==> src/rtl/mi3_pkg.sv <==
// types, widths and cofactor tables of the 3x3 inverse unit
`default_nettype none
package mi3_pkg;

  localparam int N_EL        = 9;
  localparam int IDX_W       = $clog2(N_EL);
  localparam int DET_TERMS   = 3;
  localparam int DW          = 32;   // element width, Q16.16
  localparam int PW          = 64;   // product of two elements
  localparam int CW          = 65;   // exact cofactor
  localparam int MW          = 64;   // cofactor magnitude
  localparam int HW          = 32;   // half of a cofactor magnitude
  localparam int DETW        = 97;   // exact determinant
  localparam int DMAGW       = 96;   // determinant magnitude
  localparam int REMW        = 96;   // divider partial remainder
  localparam int QW          = 33;   // quotient bits kept
  localparam int DIV_STEPS   = 33;   // one quotient bit per stage
  localparam int FRONT_STAGES = 8;

  typedef logic signed [DW-1:0]    elem_t;
  typedef logic        [DW-1:0]    uelem_t;
  typedef logic signed [PW-1:0]    prod_t;
  typedef logic        [PW-1:0]    umul_t;
  typedef logic signed [CW-1:0]    cof_t;
  typedef logic        [MW-1:0]    mag_t;
  typedef logic signed [DETW-1:0]  det_t;
  typedef logic        [DMAGW-1:0] dmag_t;
  typedef logic        [REMW-1:0]  rem_t;
  typedef logic        [QW-1:0]    quo_t;
  typedef logic [N_EL-1:0][MW-1:0] mag_arr_t;

  // clamp limits of the quotient magnitude
  localparam quo_t SAT_POS = quo_t'((64'd1 << (DW - 1)) - 64'd1);
  localparam quo_t SAT_NEG = quo_t'(64'd1 << (DW - 1));

  // adjugate entry k = m[A]*m[B] - m[C]*m[D]
  localparam logic [IDX_W-1:0] COF_A [N_EL] = '{4, 2, 1, 5, 0, 2, 3, 1, 0};
  localparam logic [IDX_W-1:0] COF_B [N_EL] = '{8, 7, 5, 6, 8, 3, 7, 6, 4};
  localparam logic [IDX_W-1:0] COF_C [N_EL] = '{5, 1, 2, 3, 2, 0, 4, 0, 1};
  localparam logic [IDX_W-1:0] COF_D [N_EL] = '{7, 8, 4, 8, 6, 5, 6, 7, 3};

  // determinant data shared by all divider lanes
  typedef struct packed {
    logic  singular;
    logic  det_neg;
    dmag_t dmag;
  } lane_ctl_t;

  // one finished result
  typedef struct packed {
    logic [N_EL-1:0][DW-1:0] r;
    logic                    singular;
    logic                    saturated;
  } out_item_t;

endpackage
`default_nettype wire

==> src/rtl/mi3_skid.sv <==
// output register with a skid entry so the pipeline runs while a result waits
`default_nettype none
module mi3_skid (
  input  wire logic                clk,
  input  wire logic                rst,
  input  wire logic                in_valid,
  input  wire mi3_pkg::out_item_t  in_item,
  output logic                     full,
  output logic                     out_valid,
  input  wire logic                out_stall,
  output mi3_pkg::out_item_t       out_item
);
  import mi3_pkg::*;

  logic      ov, sv, take, moving;
  out_item_t ob, sb;

  assign take   = in_valid && !sv;
  assign moving = !ov || !out_stall;

  // control
  always_ff @(posedge clk) begin
    if (rst) begin
      ov <= 1'b0;
      sv <= 1'b0;
    end else if (moving) begin
      ov <= sv || take;
      sv <= 1'b0;
    end else if (take) begin
      sv <= 1'b1;
    end
  end

  // data
  always_ff @(posedge clk) begin
    if (moving) begin
      ob <= sv ? sb : in_item;
    end else if (take) begin
      sb <= in_item;
    end
  end

  assign full      = sv;
  assign out_valid = ov;
  assign out_item  = ob;

endmodule
`default_nettype wire

==> config.mk <==
export PLATFORM = sky130hd
export DESIGN_NAME = mi3_skid
export DESIGN_NICKNAME = d
export VERILOG_FILES = /design/src/rtl/mi3_pkg.sv /design/src/rtl/mi3_skid.sv
export SDC_FILE = /design/constraint.sdc
export NUM_CORES = 1
export LEC_CHECK = 0
export ABC_AREA = 1
export BUFFER_PORTS_ARGS = -buffer_cell sky130_fd_sc_hd__buf_2
export CORE_MARGIN = 1
export CORE_UTILIZATION = 27
export CTS_BUF_LIST = sky130_fd_sc_hd__clkbuf_8
export DETAILED_ROUTE_END_ITERATION = 16
export HOLD_SLACK_MARGIN = 0.08
export PLACE_DENSITY = 0.44
export SYNTH_ARGS = -nofsm -noshare
export SYNTH_HDL_FRONTEND = slang
export SYNTH_SLANG_ARGS = --single-unit
==> constraint.sdc <==
create_clock -name clk -period 15.43 [get_ports clk]
set_input_delay 0 -clock clk [delete_from_list [all_inputs] [get_ports clk]]
set_output_delay 0 -clock clk [all_outputs]
set_load 0.02 [all_outputs]
==> impl_metrics.ini, run 1 <==
[clock_tree]
cts.root.buffer_cell = sky130_fd_sc_hd__clkbuf_8
cts.reportedPaths.clkPinSlew_ns = 0.06
clock_network_latency_to_the_later_pin_of_the_worst_skew_pair_ns = 0.70
clk_path_buf_depth = 3
cts_num_sinks = 582
cts_hold_buf = 608
tritoncts = yes
tritoncts.num_buffers = 104
number_of_resized_instances_in_the_post_cts_repair_step = 0
post-cts-setup-buffers = 0
htree_levels = 3

[sta]
finalSetupTns_ns = 0
timing.slew.headroom = 0.234
timing.final.crit_period_ns = 3.48
final-hold-violation-count = 0
share_of_the_clock_period_used_by_the_worst_path = 0.226
worst_slack_setup_final_ns = 11.95
final-setup-viol-count = 0
rsz0062_at_grt = no
hold_ws_ns = 0.161
drv_slew = 0
finClkSkew_ns = 0.0444
max_freq_ghz = 0.287
tightest_slew_ns = 1.15

[routing]
detail_route.wirelength_mm = 58.8
vias_per_cell = 3.96
first_iter_violations = 644
drc = 0
dr.pass1.iters = 5
avgRoutedWirePerCell_um = 15.0
vias = 15565
detail-route-antenna-nets = 0

[placed_design]
gpl.final_weighted_congestion = 0.761
place.detailed.instances = 3127
pre_cts_ws_ns = 11.87
dp_hpwl_mm = 36.3
portBuffers = 585
placement.cell_area_mm2 = 0.0262

[pwr]
p_total_mw = 3.68
total_leakage_power_nw = 14.1
peakVddDrop_mv = 0.0737
power.density_cell_area_mw_per_mm2 = 107

[synthesis]
synth_fp_nets = 1820
synth.avg_cell_area_um2 = 14.7
synth_cell_type_count = 12
synth-warning-count = 0
synthCells = 1526
synth-seq-cells = 582
yosysSeqAreaShare = 0.779
netlist_area_before_placement_mm2 = 0.0224

[setup_path]
crit_family = buffers and inverters
critical_path.max_stage_delay_ns = 0.83
endpoint_class_of_the_critical_path = flip-flop
worst_setup_path_start_kind = flip-flop
timing.setup.critical_path_class = flip-flop to flip-flop
worstPathBufferInverterCount = 2
critPathRequiredTime_ns = 15.71
worst_path_max_delay_cell = sky130_fd_sc_hd__buf_4
crit_chain = nor2_4 -> buf_4 -> buf_12
timing.critical_path.arrival_ns = 3.77
crit_fanout = 140

[global_routing]
grt_pass1_wl_mm = 91.4
grt_max_degree = 197
antenna_found_initial = 3
first_global_vias = 16236
grt.total_usage = 0.138
sum_of_overflow_across_all_layers_after_global_routing = 0

[finish]
final_nets = 3065
fin_util = 0.417
design_area_mm2 = 0.0342
layoutNonFillerInstCount = 3929
layout-drive-gt1-share = 0.316
area_growth_pct = 52.6
commonest_non_fill_non_tap_cells_in_the_layout = sky130_fd_sc_hd__dlygate4sd3_1 (608), sky130_fd_sc_hd__buf_2 (585), sky130_fd_sc_hd__edfxtp_1 (580), sky130_fd_sc_hd__inv_1 (322), sky130_fd_sc_hd__nand2_1 (291)
most_common_cell_after_layout_fill_and_taps_aside = sky130_fd_sc_hd__dlygate4sd3_1

[die]
area_of_the_core_region_mm2 = 0.0821
die_h_um = 290
design.portCount = 586
chipWidth_um = 290
die-area_mm2 = 0.0842
rows = 105
floorplan.initialDensity = 0.273

[run]
max_cap_viol_count = 0

[worst_hold_path]
hold_path.class = input pin to flip-flop

[outcome]
status = complete, no violations
state kept, by name, summed over array words and instances, names as in the netlist:
name / flops
out_item: 290
sb: 290
out_valid: 1
full: 1
layer usage:
layer,GRT usage,routed length (um),share of wire,vias up
met5,0,13,0.00022,-
met4,0.0550,1880,0.032,2
met3,0.0491,4670,0.079,128
met2,0.236,28700,0.49,469
met1,0.156,23500,0.40,7199
li1,-,-,-,7767
cells in the mapped netlist, drive strengths merged:
cell / n / area, um^2
buf: 64 / 653
clkbuf: 1 / 3.75
dfxtp: 2 / 40.0
edfxtp: 580 / 17400
inv: 291 / 1090
nand2: 292 / 1100
nand3: 2 / 10.0
nor2: 3 / 11.3
o21ai: 291 / 2090
area by class of cell:
type	instances	area [um^2]
repair buffers	1204	9130
multi-input cells	588	3230
diodes	3	7.51
well taps	1070	1340
flip-flops and latches	582	17500
clock inverters	87	526
inverters	291	1090
fillers	7794	47900
clock buffers	104	1430
power breakdown:
group          internal [mW]  switching [mW]
clock                  0.704           0.667
sequential              1.84          0.0242
combinational          0.200           0.238
total                   2.75           0.929
worst paths after layout:
| check | start | endpoint | slack, ns | cells after the start |
|---|---|---|---|---|
| setup / recovery | full | sb[267] | 11.95 | 3 |
| hold / removal | in_item[170] | out_item[170] | 0.16 | 4 |
| setup reg to reg | full | sb[267] | 11.95 | 3 |
| hold reg to reg | sb[194] | out_item[194] | 0.49 | 2 |
worst min-delay path, cell delays in order:
cell,delay [ns]
sky130_fd_sc_hd__dlygate4sd3_1,0.52
sky130_fd_sc_hd__buf_2,0.11
sky130_fd_sc_hd__inv_1,0.04
sky130_fd_sc_hd__o21ai_2,0.09
cell families (layout without fill, tap and decap cells):
family / after synthesis / after routing / share of synthesized area
AO/OA/AOI/OAI: 291 / 291 / 0.0934
flip-flops: 582 / 582 / 0.779
AND/OR/NAND/NOR: 297 / 297 / 0.0498
other: 0 / 3 / 0
buffers and inverters: 356 / 1686 / 0.0780
(Power assumes the default switching activity.)
==> inputs of run 2 (changes only) <==
PLACE_DENSITY = 0.46   (was 0.44)
clock period = 3.2 ns   (was 15.43 ns; I/O delays follow)
==> impl_metrics.ini, run 2 (synthesis results as in run 1) <==
[routing]
dr.pass1.iters = 4
drc = 0
vias = 15594
detail_route.wirelength_mm = 59.7
vias_per_cell = 3.97
avgRoutedWirePerCell_um = 15.2
first_iter_violations = 601
detail-route-antenna-nets = 0

[clock_tree]
cts_num_sinks = 582
cts_hold_buf = 587
tritoncts.num_buffers = 104
cts.root.buffer_cell = sky130_fd_sc_hd__clkbuf_8
clk_path_buf_depth = 3
tritoncts = yes
post-cts-setup-buffers = 0
cts.reportedPaths.clkPinSlew_ns = 0.06
htree_levels = 3
clock_network_latency_to_the_later_pin_of_the_worst_skew_pair_ns = 0.68
number_of_resized_instances_in_the_post_cts_repair_step = 0

[placed_design]
portBuffers = 585
gpl.final_weighted_congestion = 0.772
dp_hpwl_mm = 37.0
place.detailed.instances = 3141

[sta]
share_of_the_clock_period_used_by_the_worst_path = 0.784
final-hold-violation-count = 0
tightest_slew_ns = 0.818
finalSetupTns_ns = 0
final-setup-viol-count = 0
drv_slew = 0
timing.final.crit_period_ns = 2.51
max_freq_ghz = 0.399
finClkSkew_ns = 0.0554
timing.slew.headroom = 0.454
rsz0062_at_grt = no

[setup_path]
critPathRequiredTime_ns = 3.82
worst_path_max_delay_cell = sky130_fd_sc_hd__dfxtp_4
timing.setup.critical_path_class = flip-flop to flip-flop
worst_setup_path_start_kind = flip-flop
critical_path.most_common_cell = sky130_fd_sc_hd__dlygate4sd3_1
crit_chain = buf_4 -> o21ai_0 -> dlygate4sd3_1 -> nand2_1 -> dlygate4sd3_1
worstPathBufferInverterCount = 3
critical_path.max_stage_delay_ns = 0.75
crit_fanout = 46
endpoint_class_of_the_critical_path = flip-flop
timing.critical_path.arrival_ns = 3.13
crit_family = buffers and inverters

[global_routing]
grt_max_degree = 113
antenna_found_initial = 5
grt_pass1_wl_mm = 93.7
sum_of_overflow_across_all_layers_after_global_routing = 0
first_global_vias = 16874
grt.total_usage = 0.142

[die]
die_h_um = 290
floorplan.initialDensity = 0.273
die-area_mm2 = 0.0842
chipWidth_um = 290
rows = 105
design.portCount = 586
area_of_the_core_region_mm2 = 0.0821

[finish]
area_growth_pct = 52.6
seqCellArea_mm2 = 0.0175
most_common_cell_after_layout_fill_and_taps_aside = sky130_fd_sc_hd__dlygate4sd3_1
layout-drive-gt1-share = 0.320
final.fill_count = 7757
fin_util = 0.417
commonest_non_fill_non_tap_cells_in_the_layout = sky130_fd_sc_hd__dlygate4sd3_1 (587), sky130_fd_sc_hd__buf_2 (585), sky130_fd_sc_hd__edfxtp_1 (580), sky130_fd_sc_hd__inv_1 (321), sky130_fd_sc_hd__nand2_1 (291)
final_nets = 3058
multi_input_logic_area_mm2 = 0.00324
layoutNonFillerInstCount = 3924

[pwr]
total_leakage_power_nw = 14.1
power.density_cell_area_mw_per_mm2 = 518
peakVddDrop_mv = 0.310

[run]
max_cap_viol_count = 0

[outcome]
status = complete, no violations

[worst_hold_path]
hold_path.class = input pin to flip-flop
-- run 2: worst paths after layout --
kind | from | endpoint | slack [ns] | depth (start not counted)
setup / recovery | full | out_valid | 0.69 | 5
hold / removal | in_item[158] | sb[158] | 0.15 | 2
setup reg to reg | full | out_valid | 0.69 | 5
hold reg to reg | sb[237] | out_item[237] | 0.48 | 2
-- run 2: per-stage QoR --
| stage | hold WS, ns | area (um^2) | setup slack [ns] | power (mW) |
|---|---|---|---|---|
| 2_1_floorplan | 0.0989 | 22400 | -2.25 | 10.0 |
| 3_3_place_gp | 0.191 | 26400 | 1.19 | 10.7 |
| 3_5_place_dp | 0.192 | 26400 | 1.15 | 10.7 |
| 4_1_cts | 0.0805 | 34200 | 0.648 | 18.0 |
| 5_1_grt | 0.111 | 34200 | 0.540 | 18.5 |
| 6_report | 0.152 | 34200 | 0.691 | 17.7 |
-- run 2: report_power, final --
group | internal [mW] | switching (mW) | total, mW
clock network | 3.47 | 3.12 | 6.59
registers | 8.89 | 0.123 | 9.01
logic | 0.967 | 1.15 | 2.12
-- run 2: area by class of cell --
cell class                 instances  share of cell area
tap                             1070              0.0391
sequential                       582               0.510
clock inverter                    86              0.0150
inverter                         291              0.0319
clock buffer                     105              0.0422
multi-input combinational        588              0.0946
antenna                            5            0.000366
timing repair buffer            1197               0.266
-- run 2: per-layer routing --
metal  wire (um)  track usage  part of all wire
met1       23000        0.154              0.39
met2       30200        0.251              0.51
met3        4420       0.0460             0.074
met4        2030       0.0597             0.034
met5           0            0                 0
